--- src/rtl/axuhf_pkg.sv ---
// Package for the AX.25 UI header framer: types, codes and header byte functions.
// No dependencies; compiled first.
package axuhf_pkg;

  localparam int unsigned CALL_W  = 48;
  localparam int unsigned LEN_W   = 3;
  localparam int unsigned SSID_W  = 4;
  localparam int unsigned BYTE_W  = 8;
  localparam int unsigned IDX_W   = 3;
  localparam int unsigned CNT_W   = 4;
  localparam int unsigned HDR_LEN = 16;

  localparam logic [BYTE_W-1:0] CTRL_UI   = 8'h03;
  localparam logic [BYTE_W-1:0] PID_NONE  = 8'hF0;
  localparam logic [BYTE_W-1:0] SSID_BASE = 8'h60;
  localparam logic [BYTE_W-1:0] CHAR_SP   = 8'h20;
  localparam logic [LEN_W-1:0]  CALL_MAX  = 3'd6;
  localparam logic [CNT_W-1:0]  CNT_LAST  = 4'(HDR_LEN - 1);

  localparam logic [IDX_W-1:0] REG_DEST_CALL = 3'd0;
  localparam logic [IDX_W-1:0] REG_DEST_LEN  = 3'd1;
  localparam logic [IDX_W-1:0] REG_DEST_SSID = 3'd2;
  localparam logic [IDX_W-1:0] REG_SRC_CALL  = 3'd3;
  localparam logic [IDX_W-1:0] REG_SRC_LEN   = 3'd4;
  localparam logic [IDX_W-1:0] REG_SRC_SSID  = 3'd5;

  typedef enum logic [1:0] {
    ST_IDLE,
    ST_HDR,
    ST_PAY
  } state_t;

  typedef enum logic [1:0] {
    SEL_HDR,
    SEL_HELD,
    SEL_IN
  } out_sel_t;

  typedef struct packed {
    logic [CALL_W-1:0] dest_call;
    logic [LEN_W-1:0]  dest_len;
    logic [SSID_W-1:0] dest_ssid;
    logic [CALL_W-1:0] src_call;
    logic [LEN_W-1:0]  src_len;
    logic [SSID_W-1:0] src_ssid;
  } cfg_t;

  typedef struct packed {
    logic     hold_in;
    logic     out_load;
    out_sel_t out_sel;
    logic     out_end;
    logic     cnt_clr;
    logic     cnt_inc;
  } cmd_t;

  typedef struct packed {
    logic out_free;
    logic cnt_last;
    logic held_empty;
    logic held_last;
  } sts_t;

  function automatic logic [BYTE_W-1:0] addr_char(
    input logic [CALL_W-1:0] call,
    input logic [LEN_W-1:0]  len,
    input logic [2:0]        pos
  );
    logic [LEN_W-1:0]  n;
    logic [BYTE_W-1:0] c;
    n = (len > CALL_MAX) ? CALL_MAX : len;
    c = CHAR_SP;
    if (pos < n) begin
      unique case (pos)
        3'd0:    c = call[47:40];
        3'd1:    c = call[39:32];
        3'd2:    c = call[31:24];
        3'd3:    c = call[23:16];
        3'd4:    c = call[15:8];
        default: c = call[7:0];
      endcase
      if (c >= 8'h61 && c <= 8'h7A) begin
        c = c - 8'h20;
      end
    end
    return {c[6:0], 1'b0};
  endfunction

  function automatic logic [BYTE_W-1:0] hdr_byte(
    input cfg_t             cfg,
    input logic [CNT_W-1:0] idx
  );
    logic [BYTE_W-1:0] b;
    if (idx < 4'd6) begin
      b = addr_char(cfg.dest_call, cfg.dest_len, idx[2:0]);
    end else if (idx == 4'd6) begin
      b = SSID_BASE | {3'b000, cfg.dest_ssid, 1'b0};
    end else if (idx < 4'd13) begin
      b = addr_char(cfg.src_call, cfg.src_len, 3'(idx - 4'd7));
    end else if (idx == 4'd13) begin
      b = SSID_BASE | {3'b000, cfg.src_ssid, 1'b1};
    end else if (idx == 4'd14) begin
      b = CTRL_UI;
    end else begin
      b = PID_NONE;
    end
    return b;
  endfunction

endpackage

--- src/rtl/axuhf_if.sv ---
// Stream interfaces for the framer: payload words in, frame words out.
// Depends on axuhf_pkg.
interface axuhf_in_if;
  import axuhf_pkg::*;
  logic              valid;
  logic              ready;
  logic [BYTE_W-1:0] payload_byte;
  logic              payload_last;
  logic              empty_frame;
  modport source (output valid, payload_byte, payload_last, empty_frame, input ready);
  modport sink (input valid, payload_byte, payload_last, empty_frame, output ready);
endinterface

interface axuhf_out_if;
  import axuhf_pkg::*;
  logic              valid;
  logic              ready;
  logic [BYTE_W-1:0] frame_byte;
  logic              frame_end;
  modport source (output valid, frame_byte, frame_end, input ready);
  modport sink (input valid, frame_byte, frame_end, output ready);
endinterface

--- src/rtl/ax25_ui_header_framer_top.sv ---
// AX.25 UI header framer, top level: joins controller and datapath.
// Depends on axuhf_pkg, axuhf_if, axuhf_ctrl and axuhf_dp.
//
// in_ch carries payload words (byte, last flag, empty-frame flag); out_ch
// carries frame words (byte, end flag). Both use valid/ready.
// cfg_we/cfg_idx/cfg_wdata write the callsign, length and SSID registers;
// write only while no frame word is pending.
// The first word of a frame is held while the 16 header words go out one per
// cycle from the header counter while the receiver takes them, then the word
// itself follows. A header-only frame ends on the PID word. Words of an open
// frame pass through the output register one per cycle while the receiver
// takes them, each registered in the cycle after accept.
// The header sequencer blocks input at each frame start while the header and
// any held word go out.
// A stalled receiver holds the output register and with it in_ch.ready.
// Reset (rst_n low, synchronous) clears the config registers and header counter
// to zero, closes any open frame and empties the output register.
module ax25_ui_header_framer_top (
  input  logic                         clk,
  input  logic                         rst_n,
  axuhf_in_if.sink                     in_ch,
  axuhf_out_if.source                  out_ch,
  input  logic                         cfg_we,
  input  logic [axuhf_pkg::IDX_W-1:0]  cfg_idx,
  input  logic [axuhf_pkg::CALL_W-1:0] cfg_wdata
);
  import axuhf_pkg::*;

  cmd_t cmd;
  sts_t sts;

  axuhf_ctrl u_ctrl (
    .clk      (clk),
    .rst_n    (rst_n),
    .in_valid (in_ch.valid),
    .in_last  (in_ch.payload_last),
    .in_empty (in_ch.empty_frame),
    .in_ready (in_ch.ready),
    .sts      (sts),
    .cmd      (cmd)
  );

  axuhf_dp u_dp (
    .clk       (clk),
    .rst_n     (rst_n),
    .cfg_we    (cfg_we),
    .cfg_idx   (cfg_idx),
    .cfg_wdata (cfg_wdata),
    .in_byte   (in_ch.payload_byte),
    .in_last   (in_ch.payload_last),
    .in_empty  (in_ch.empty_frame),
    .out_ready (out_ch.ready),
    .out_valid (out_ch.valid),
    .out_byte  (out_ch.frame_byte),
    .out_end   (out_ch.frame_end),
    .cmd       (cmd),
    .sts       (sts)
  );

endmodule

--- src/rtl/axuhf_ctrl.sv ---
// Framer controller: state machine sequencing header and payload words.
// Depends on axuhf_pkg; drives axuhf_dp through cmd_t, reads sts_t.
module axuhf_ctrl (
  input  logic               clk,
  input  logic               rst_n,
  input  logic               in_valid,
  input  logic               in_last,
  input  logic               in_empty,
  output logic               in_ready,
  input  axuhf_pkg::sts_t    sts,
  output axuhf_pkg::cmd_t    cmd
);
  import axuhf_pkg::*;

  state_t state_r, state_nxt;
  logic   hdr_sent_r, hdr_sent_nxt;

  always_ff @(posedge clk) begin
    if (!rst_n) begin
      state_r    <= ST_IDLE;
      hdr_sent_r <= 1'b0;
    end else begin
      state_r    <= state_nxt;
      hdr_sent_r <= hdr_sent_nxt;
    end
  end

  always_comb begin
    state_nxt    = state_r;
    hdr_sent_nxt = hdr_sent_r;
    in_ready     = 1'b0;
    cmd          = '{hold_in: 1'b0, out_load: 1'b0, out_sel: SEL_HDR,
                     out_end: 1'b0, cnt_clr: 1'b0, cnt_inc: 1'b0};
    unique case (state_r)
      ST_IDLE: begin
        in_ready = sts.out_free;
        if (in_valid && sts.out_free) begin
          if (hdr_sent_r && !in_empty) begin
            cmd.out_load = 1'b1;
            cmd.out_sel  = SEL_IN;
            cmd.out_end  = in_last;
            hdr_sent_nxt = !in_last;
          end else begin
            cmd.hold_in = 1'b1;
            cmd.cnt_clr = 1'b1;
            state_nxt   = ST_HDR;
          end
        end
      end
      ST_HDR: begin
        if (sts.out_free) begin
          cmd.out_load = 1'b1;
          cmd.out_sel  = SEL_HDR;
          cmd.cnt_inc  = 1'b1;
          if (sts.cnt_last) begin
            cmd.out_end = sts.held_empty;
            if (sts.held_empty) begin
              hdr_sent_nxt = 1'b0;
              state_nxt    = ST_IDLE;
            end else begin
              state_nxt = ST_PAY;
            end
          end
        end
      end
      ST_PAY: begin
        if (sts.out_free) begin
          cmd.out_load = 1'b1;
          cmd.out_sel  = SEL_HELD;
          cmd.out_end  = sts.held_last;
          hdr_sent_nxt = !sts.held_last;
          state_nxt    = ST_IDLE;
        end
      end
      default: begin
        state_nxt = ST_IDLE;
      end
    endcase
  end

endmodule

--- src/rtl/axuhf_dp.sv ---
// Framer datapath: config registers, held input word, header counter, output register.
// Depends on axuhf_pkg; commanded by axuhf_ctrl.
module axuhf_dp (
  input  logic                         clk,
  input  logic                         rst_n,
  input  logic                         cfg_we,
  input  logic [axuhf_pkg::IDX_W-1:0]  cfg_idx,
  input  logic [axuhf_pkg::CALL_W-1:0] cfg_wdata,
  input  logic [axuhf_pkg::BYTE_W-1:0] in_byte,
  input  logic                         in_last,
  input  logic                         in_empty,
  input  logic                         out_ready,
  output logic                         out_valid,
  output logic [axuhf_pkg::BYTE_W-1:0] out_byte,
  output logic                         out_end,
  input  axuhf_pkg::cmd_t              cmd,
  output axuhf_pkg::sts_t              sts
);
  import axuhf_pkg::*;

  cfg_t              cfg_r;
  logic [CNT_W-1:0]  cnt_r;
  logic [BYTE_W-1:0] held_byte_r;
  logic              held_last_r;
  logic              held_empty_r;
  logic              out_valid_r;
  logic [BYTE_W-1:0] out_byte_r;
  logic              out_end_r;
  logic [BYTE_W-1:0] out_byte_nxt;

  always_ff @(posedge clk) begin
    if (!rst_n) begin
      cfg_r <= '0;
    end else if (cfg_we) begin
      unique case (cfg_idx)
        REG_DEST_CALL: cfg_r.dest_call <= cfg_wdata;
        REG_DEST_LEN:  cfg_r.dest_len  <= cfg_wdata[LEN_W-1:0];
        REG_DEST_SSID: cfg_r.dest_ssid <= cfg_wdata[SSID_W-1:0];
        REG_SRC_CALL:  cfg_r.src_call  <= cfg_wdata;
        REG_SRC_LEN:   cfg_r.src_len   <= cfg_wdata[LEN_W-1:0];
        REG_SRC_SSID:  cfg_r.src_ssid  <= cfg_wdata[SSID_W-1:0];
        default: begin
        end
      endcase
    end
  end

  always_ff @(posedge clk) begin
    if (!rst_n) begin
      cnt_r <= '0;
    end else if (cmd.cnt_clr) begin
      cnt_r <= '0;
    end else if (cmd.cnt_inc) begin
      cnt_r <= cnt_r + 4'd1;
    end
  end

  always_ff @(posedge clk) begin
    if (cmd.hold_in) begin
      held_byte_r  <= in_byte;
      held_last_r  <= in_last;
      held_empty_r <= in_empty;
    end
  end

  always_comb begin
    unique case (cmd.out_sel)
      SEL_HDR:  out_byte_nxt = hdr_byte(cfg_r, cnt_r);
      SEL_HELD: out_byte_nxt = held_byte_r;
      SEL_IN:   out_byte_nxt = in_byte;
      default:  out_byte_nxt = held_byte_r;
    endcase
  end

  always_ff @(posedge clk) begin
    if (!rst_n) begin
      out_valid_r <= 1'b0;
    end else if (cmd.out_load) begin
      out_valid_r <= 1'b1;
    end else if (out_ready) begin
      out_valid_r <= 1'b0;
    end
  end

  always_ff @(posedge clk) begin
    if (cmd.out_load) begin
      out_byte_r <= out_byte_nxt;
      out_end_r  <= cmd.out_end;
    end
  end

  assign sts.out_free   = !out_valid_r || out_ready;
  assign sts.cnt_last   = (cnt_r == CNT_LAST);
  assign sts.held_empty = held_empty_r;
  assign sts.held_last  = held_last_r;

  assign out_valid = out_valid_r;
  assign out_byte  = out_byte_r;
  assign out_end   = out_end_r;

endmodule

--- src/flat_wrapper.sv ---
// flat-port wrapper written by rule: the top's interface ports become plain ports
module ax25_ui_header_framer_top_flat import axuhf_pkg::*;
  (clk, rst_n, cfg_we, cfg_idx, cfg_wdata, in_ch_valid, in_ch_payload_byte, in_ch_payload_last, in_ch_empty_frame, in_ch_ready, out_ch_valid, out_ch_frame_byte, out_ch_frame_end, out_ch_ready);
  axuhf_in_if in_ch_i ();
  axuhf_out_if out_ch_i ();
  input  logic clk;
  input  logic rst_n;
  input  logic cfg_we;
  input  logic [axuhf_pkg::IDX_W-1:0] cfg_idx;
  input  logic [axuhf_pkg::CALL_W-1:0] cfg_wdata;
  input wire logic [$bits(in_ch_i.valid)-1:0] in_ch_valid;
  input wire logic [$bits(in_ch_i.payload_byte)-1:0] in_ch_payload_byte;
  input wire logic [$bits(in_ch_i.payload_last)-1:0] in_ch_payload_last;
  input wire logic [$bits(in_ch_i.empty_frame)-1:0] in_ch_empty_frame;
  output wire logic [$bits(in_ch_i.ready)-1:0] in_ch_ready;
  output wire logic [$bits(out_ch_i.valid)-1:0] out_ch_valid;
  output wire logic [$bits(out_ch_i.frame_byte)-1:0] out_ch_frame_byte;
  output wire logic [$bits(out_ch_i.frame_end)-1:0] out_ch_frame_end;
  input wire logic [$bits(out_ch_i.ready)-1:0] out_ch_ready;
  assign in_ch_i.valid = in_ch_valid;
  assign in_ch_i.payload_byte = in_ch_payload_byte;
  assign in_ch_i.payload_last = in_ch_payload_last;
  assign in_ch_i.empty_frame = in_ch_empty_frame;
  assign in_ch_ready = in_ch_i.ready;
  assign out_ch_valid = out_ch_i.valid;
  assign out_ch_frame_byte = out_ch_i.frame_byte;
  assign out_ch_frame_end = out_ch_i.frame_end;
  assign out_ch_i.ready = out_ch_ready;
  ax25_ui_header_framer_top u_core (.clk(clk), .rst_n(rst_n), .in_ch(in_ch_i), .out_ch(out_ch_i), .cfg_we(cfg_we), .cfg_idx(cfg_idx), .cfg_wdata(cfg_wdata));
endmodule
--- config.mk ---
export PLATFORM = sky130hd
export DESIGN_NAME = ax25_ui_header_framer_top_flat
export DESIGN_NICKNAME = d
export VERILOG_FILES = /design/src/rtl/axuhf_pkg.sv /design/src/rtl/axuhf_if.sv /design/src/rtl/ax25_ui_header_framer_top.sv /design/src/rtl/axuhf_ctrl.sv /design/src/rtl/axuhf_dp.sv /design/src/flat_wrapper.sv
export SDC_FILE = /design/constraint.sdc
export NUM_CORES = 1
export LEC_CHECK = 0
export ABC_CLOCK_PERIOD_IN_PS = 2690
export BUFFER_PORTS_ARGS = -buffer_cell sky130_fd_sc_hd__buf_2
export CAP_MARGIN = 40
export CORE_ASPECT_RATIO = 1.4
export CORE_MARGIN = 2
export CORE_UTILIZATION = 53
export DETAILED_ROUTE_END_ITERATION = 16
export GPL_ROUTABILITY_DRIVEN = 1
export GPL_TIMING_DRIVEN = 1
export PLACE_DENSITY_LB_ADDON = 0.1
export SYNTH_ARGS = -nofsm -noshare
export SYNTH_HDL_FRONTEND = slang
export SYNTH_HIERARCHICAL = 1
export SYNTH_SLANG_ARGS = --single-unit
--- constraint.sdc ---
create_clock -name clk -period 2.69 [get_ports clk]
set_input_delay 0.538 -clock clk [delete_from_list [all_inputs] [get_ports clk]]
set_output_delay 0.538 -clock clk [all_outputs]
set_load 0.03 [all_outputs]
# Word-level counts from Yosys, hierarchy flattened

Index checks and enable logic that the tools add are counted.

Flip-flop bits (word level): 137
Bits in latches: 0
Bits in writable memories: 0
Bits in read-only memories: 0
Input bits: 66
Output and inout bits: 11
Logic and storage cells: 132
Memories kept: 0

Add/sub/neg operators: 4
Multiply operators: 0
Div/mod/pow operators: 0
Magnitude comparators: 10
Equal/unequal tests: 27
Shift operators: 0
Muxes and demuxes: 50
Bitwise operators: 1
Reductions and logical operators: 25

Operators with widths:

| kind                                                            | number |
|---|---|
| two-way mux 8 bit                                               | 13 |
| case mux 8 bit (5 select lines)                                 | 2 |
| two-way mux 7 bit                                               | 4 |
| equality test 3 x 2 -> 1 bit (second input constant)            | 6 |
| >= comparator 8 x 7 -> 1 bit (second input constant)            | 2 |
| less-or-equal comparator 8 x 7 -> 1 bit (second input constant) | 2 |
| case mux 8 bit (2 select lines)                                 | 1 |
| two-way mux 1 bit                                               | 15 |
| subtractor 7 x 6 -> 7 bit (second input constant)               | 2 |
| equality test 3 bit (second input constant)                     | 4 |
| equality test 4 bit (second input constant)                     | 3 |
| two-way mux 2 bit                                               | 6 |
| two-way mux 4 bit                                               | 3 |
| != test 2 bit (second input constant)                           | 6 |
| case mux 4 bit (3 select lines)                                 | 1 |
| AND reduction 2 bit                                             | 6 |
| equality test 3 x 1 -> 1 bit (second input constant)            | 3 |
| logical NOT 3 bit                                               | 3 |
| AND reduction 7 bit                                             | 1 |
| > comparator 3 bit (second input constant)                      | 2 |
| less-than comparator 3 bit                                      | 2 |
| two-way mux 3 bit                                               | 2 |
| two-way mux 6 bit                                               | 1 |
| case mux 2 bit (3 select lines)                                 | 1 |
| 18 further kinds                                                | 26 |

# Longest topological paths before layout

Depth in word-level cells: 16
Mapped depth: 12
Depth with buffers taken out: 11

# By module

Netlist, hierarchy kept.

Modules (own cells, without submodules):

| module     | times used | cells each | area an instance (sq um) | seq. area each (sq um) |
|---|---|---|---|---|
| axuhf_dp   | 1          | 745        | 6303.5                   | 2872.8 |
| axuhf_ctrl | 1          | 48         | 401.6                    | 60.1 |

# Least setup slack after synthesis

OpenSTA, ideal clock, no wires.

Path type: input to register
Start point: input out_ch_ready
End point: register u_core.u_dp.out_byte_r[6], in the netlist u_core/u_dp/out_byte[6] (data pin)
Setup time: 0.261 ns
Arrival: 2.441 ns
Required time: 2.429 ns
Path slack: -0.012 ns
Stages: 12
Buffers on the path: 2
Path through: nand2b_1 > buf_6 > nand3_1 > nor3b_2 > clkbuf_1 > and3b_1 > a21oi_1 > nand2_1 > a211oi_1 > o21ai_1 > or4_1 > o311a_1

RTL lines:

| element              | RTL line           | text |
|---|---|---|
| from (decl)          | flat_wrapper.sv:19 | `input wire logic [$bits(out_ch_i.ready)-1:0] out_ch_ready;` |
| to (signal assigned) | axuhf_dp.sv:87     | `out_byte_r <= out_byte_nxt;` |
| to (decl)            | axuhf_dp.sv:27     | `logic [BYTE_W-1:0] out_byte_r;` |

# Worst setup path in the final report

Start point: register u_core.u_dp.cnt_r[1]
End point: register u_core.u_dp.out_byte_r[6], in the netlist u_core/u_dp/out_byte[6] (data pin)

Cells in the longest elaborated chain, start to end: 16
Elaborated cells between the ends (all ways): 46
Those cells by class: 3 x add/sub; 8 x order compare; 11 x eq/ne; 20 x mux; 4 x reduce/logical

Ends and longest elaborated chain:

| element                                                                                        | RTL line        | text |
|---|---|---|
| from (decl)                                                                                    | axuhf_dp.sv:22  | `logic [CNT_W-1:0] cnt_r;` |
| from (signal assigned)                                                                         | axuhf_dp.sv:54  | `cnt_r <= cnt_r + 4'd1;` |
| subtractor 3 bit                                                                               | axuhf_pkg.sv:99 | `b = addr_char(cfg.src_call, cfg.src_len, 3'(idx - 4'd7));` |
| equality test 3 bit (tied with other cells)                                                    | axuhf_pkg.sv:74 | `unique case (pos)` |
| case mux 8 bit (5 select lines)                                                                | axuhf_pkg.sv:74 |  |
| two-way mux 8 bit                                                                              | axuhf_pkg.sv:73 | `if (pos < n) begin` |
| two-way mux 8 bit                                                                              | axuhf_pkg.sv:98 | `end else if (idx < 4'd13) begin` |
| two-way mux 8 bit                                                                              | axuhf_pkg.sv:96 | `end else if (idx == 4'd6) begin` |
| two-way mux 8 bit                                                                              | axuhf_pkg.sv:94 | `if (idx < 4'd6) begin` |
| two-way mux 8 bit                                                                              | axuhf_dp.sv:67  | `unique case (cmd.out_sel)` |
| >= comparator 8 x 7 -> 1 bit / less-or-equal comparator 8 x 7 -> 1 bit (equally long branches) | axuhf_pkg.sv:82 | `if (c >= 8'h61 && c <= 8'h7A) begin` |
| logical AND 1 bit                                                                              | axuhf_pkg.sv:82 |  |
| two-way mux 7 bit                                                                              | axuhf_pkg.sv:82 |  |
| two-way mux 7 bit                                                                              | axuhf_pkg.sv:73 |  |
| two-way mux 8 bit                                                                              | axuhf_pkg.sv:98 |  |
| two-way mux 8 bit                                                                              | axuhf_pkg.sv:96 |  |
| two-way mux 8 bit (*)                                                                          | axuhf_pkg.sv:94 |  |
| case mux 8 bit (2 select lines) (*)                                                            | axuhf_dp.sv:67  |  |
| net u_core.u_dp.out_byte_nxt[6]                                                                | axuhf_dp.sv:29  | `logic [BYTE_W-1:0] out_byte_nxt;` |

Mark *: on every way through the listed nets, which the timed path passes. The rest lies on a longest branch. The select of a mux whose other input is x is not followed.
A chain may end at the register's enable or synchronous reset.

==> run metrics <==
clock tree from TritonCTS=done; ordered list of cells on the worst path=inv_2, ha_2, buf_6, buf_4, a211oi_1, a211oi_1, o22a_1, o211a_1, or4_1, o311a_1; maximum vdd ir drop=between 0.4 and 0.5 mV; height of the chip=137.1 um; depth of the CTS H-tree=4; ANT cells=0; Avg Vias per Cell=5.709; reg-to-reg setup timing slack=approximately 110 ps; per-instance average area after synthesis=between 8 and 9 sq um; Clk Latency, worst-skew pair=410 ps; number of endpoints with negative hold slack in the final report=0; Post-Place Cells=between 1000 and 1500; length of the first detailed-routing pass in iterations=5; sequential element share of the synthesized area=43.74%; count of warnings emitted by yosys=6; clock slew seen by the registers of the worst setup and hold paths=60 ps; number of top-level design ports=77; crit start category=register; overflow left after global routing=0; delay of the slowest critical-path stage=roughly 470 ps; Post-Syn Area=roughly 6700 sq um; DRC violation count after routing=0; vias post-DR=between 5000 and 6000; Top delay family on crit path=compound AO/OA/AOI/OAI gates; Critical Path End Type=register; count of pins over their slew limit=0; final layout net count=~970; relative max-transition margin=around 62%; Highest Clock Rate=roughly 0.39 GHz; most frequently used flop master after synthesis=sky130_fd_sc_hd__dfxtp_1; Slew @ Worst Pin=roughly 560 ps; non-filler cells in the finished layout=between 1000 and 1500; Most common cell on crit path=sky130_fd_sc_hd__a211oi_1; max-cap viol count=0; post-route cell area=8182 sq um; Final Skew=between 8 and 9 ps; initial drt markers=between 300 and 400; via count of the first global-routing pass=6026; wire length after detailed routing=between 15000 and 20000 um; total power divided by cell area=slightly below 800 nW/um^2; Slowest-stage cell, CP=sky130_fd_sc_hd__or4_1; initial antenna violation count=0; share of the cycle needed by the critical path after routing=a little over nine tenths; Die ar.=13580 sq um; Post-synth EDFFs=19; data arrival time of the worst path=between 2000 and 3000 ps; routability congestion estimate from global placement=0.9150; pin count of the biggest net entering global routing=roughly 100; final standard cell utilization of the core=between 60 and 70%; Routed wire per std cell=around 19 um; Crit Path Max Fanout=12; number of core rows=48; Fillers=between 1000 and 1500; Port Buffer Count=76; final worst hold slack=between 300 and 400 ps; wire length of the first global-routing pass=31230 um; DP HPWL=14380 um; critical path required time=about 2900 ps; most common cell after layout, fill and taps aside=sky130_fd_sc_hd__nand2_1; proportion of layout cells with a drive suffix above 1=between 20 and 25%; Synthesized Nets=~880; top library cells by usage in the layout, fill and taps aside=216 x sky130_fd_sc_hd__nand2_1, 115 x sky130_fd_sc_hd__dfxtp_1, 97 x sky130_fd_sc_hd__a21boi_0; share of synthesized registers carrying an async set or reset=0%; synthesis-stage register bit count=roughly 140; buffers from clock root to sink, at most=2; Tmin final=about 2600 ps; count of buffering cells on the critical path with inverters included=3; Final setup viols=0; clock tree root driver cell=sky130_fd_sc_hd__clkbuf_16; die boundary width=between 90 and 100 um; ANT nets after route=0; core box area=12370 sq um; area of the multi-input gates=3526 sq um; leakage power of the design=about 0.003 uW; CTS buffer count=17; FF+latch area=around 2900 sq um; GRT Util Overall=just under 30%; synth unique cells=66; number of cells produced by synthesis=793; CP Class=reg -> reg; area delta synth->final=22.02%; outcome=finished clean; total negative slack for setup checks=0 ps; Starting Density=between 50% and 60%; hold crit path type=in -> reg; instance area at placement=7450 sq um; total number of clock tree sinks=between 100 and 150
## Yosys cell counts (all sizes together) (3+ instances only)
master	instances	area share [%]
and3b	3	0.39
o21ai	26	1.9
a211oi	9	1.1
o211ai	8	0.90
or4	3	0.34
nand3	9	0.67
edfxtp	19	8.5
nor3	4	0.30
and3	4	0.37
a21boi	97	11
nand3b	3	0.34
and2	4	0.41
clkbuf	37	2.1
a21oi	30	2.2
a211o	3	0.39
dfxtp	118	35
a32o	7	1.0
inv	22	1.2
nor3b	3	0.41
nor2	22	1.2
ha	18	3.4
a222oi	6	0.90
buf	22	1.9
o22ai	5	0.47
mux2i	15	2.2
nand2b	4	0.37
a31oi	8	0.75
nor2b	20	1.9
o21a	5	0.56
a22oi	11	1.2
nand2	217	12
## cells by family after synthesis
group,after synthesis,share of synthesized area [%]
simple gates,304,20.04
flops,137,43.74
compound gates,235,25.02
xor+xnor,2,0.2613
buf+inv,81,5.169
fa+ha+maj,18,3.359
mux,16,2.407
## sequential cells by signal, indices dropped and copies added (netlist names)
register,count
u_core/u_ctrl/hdr_sent_r,1
u_core/u_ctrl/state_r,2
u_core/u_dp/cfg_r,110
u_core/u_dp/cnt_r,4
u_core/u_dp/held_byte_r,8
u_core/u_dp/held_empty_r,1
u_core/u_dp/held_last_r,1
u_core/u_dp/out_byte,8
u_core/u_dp/out_end,1
u_core/u_dp/out_valid,1
## layout make-up
class	count	area share (%)
Tap cell	150	2.294
Sequential cell	137	35.95
Timing Repair Buffer	134	10.41
Multi-Input combinational cell	575	43.10
Clock buffer	19	5.551
Inverter	22	1.040
Clock inverter	13	1.652
## metrics by stage
stage	total power, uW	setup WS, ps
after detailed placement	4085	-86.05
after global routing	6741	-1.498
final	6448	105.2
after floorplan	3438	13.64
after CTS	6387	5.162
after global placement	4065	-46.46
## worst reg2reg max path: stages (launching register included)
cell and delay (ps):
sky130_fd_sc_hd__dfxtp_4 380, sky130_fd_sc_hd__inv_2 70, sky130_fd_sc_hd__ha_2 190, sky130_fd_sc_hd__buf_6 150
sky130_fd_sc_hd__buf_4 180, sky130_fd_sc_hd__a211oi_1 240, sky130_fd_sc_hd__a211oi_1 80, sky130_fd_sc_hd__o22a_1 200
sky130_fd_sc_hd__o211a_1 240, sky130_fd_sc_hd__or4_1 470, sky130_fd_sc_hd__o311a_1 140
## power breakdown
group          leakage (uW)  total (uW)  internal [uW]  switching [uW]
combinational       0.00163        1780            727            1060
clock              0.000276        2300           1350             948
sequential          0.00114        2360           2280            79.9
## layer usage
layer / track usage, % / wire, um
met5: 0 / 0
met2: 53.12 / 10210
met1: 34.57 / 8201
met3: 4.188 / 639
met4: 13.62 / 739
## final timing paths
path	startpoint	endpoint	depth (start not counted)
max reg2reg	u_core/u_dp/cnt_r[1]	u_core/u_dp/out_byte[6]	10
min	in_ch_payload_byte[7]	u_core/u_dp/held_byte_r[7]	1
max	u_core/u_dp/cnt_r[1]	u_core/u_dp/out_byte[6]	10
min reg2reg	u_core/u_dp/cfg_r[98]	u_core/u_dp/cfg_r[98]	2
## timing repair
action / in CTS / in global routing
endpoints found under the hold margin: 0 / 0
endpoints found under the setup margin: 2 / 6
resized for setup: 3 / 30
cloned: 0 / 0
pin swaps: 1 / 11
hold buffers: 0 / 0
buffers inserted: 1 / 0
Power figures use the tool's default switching activity.
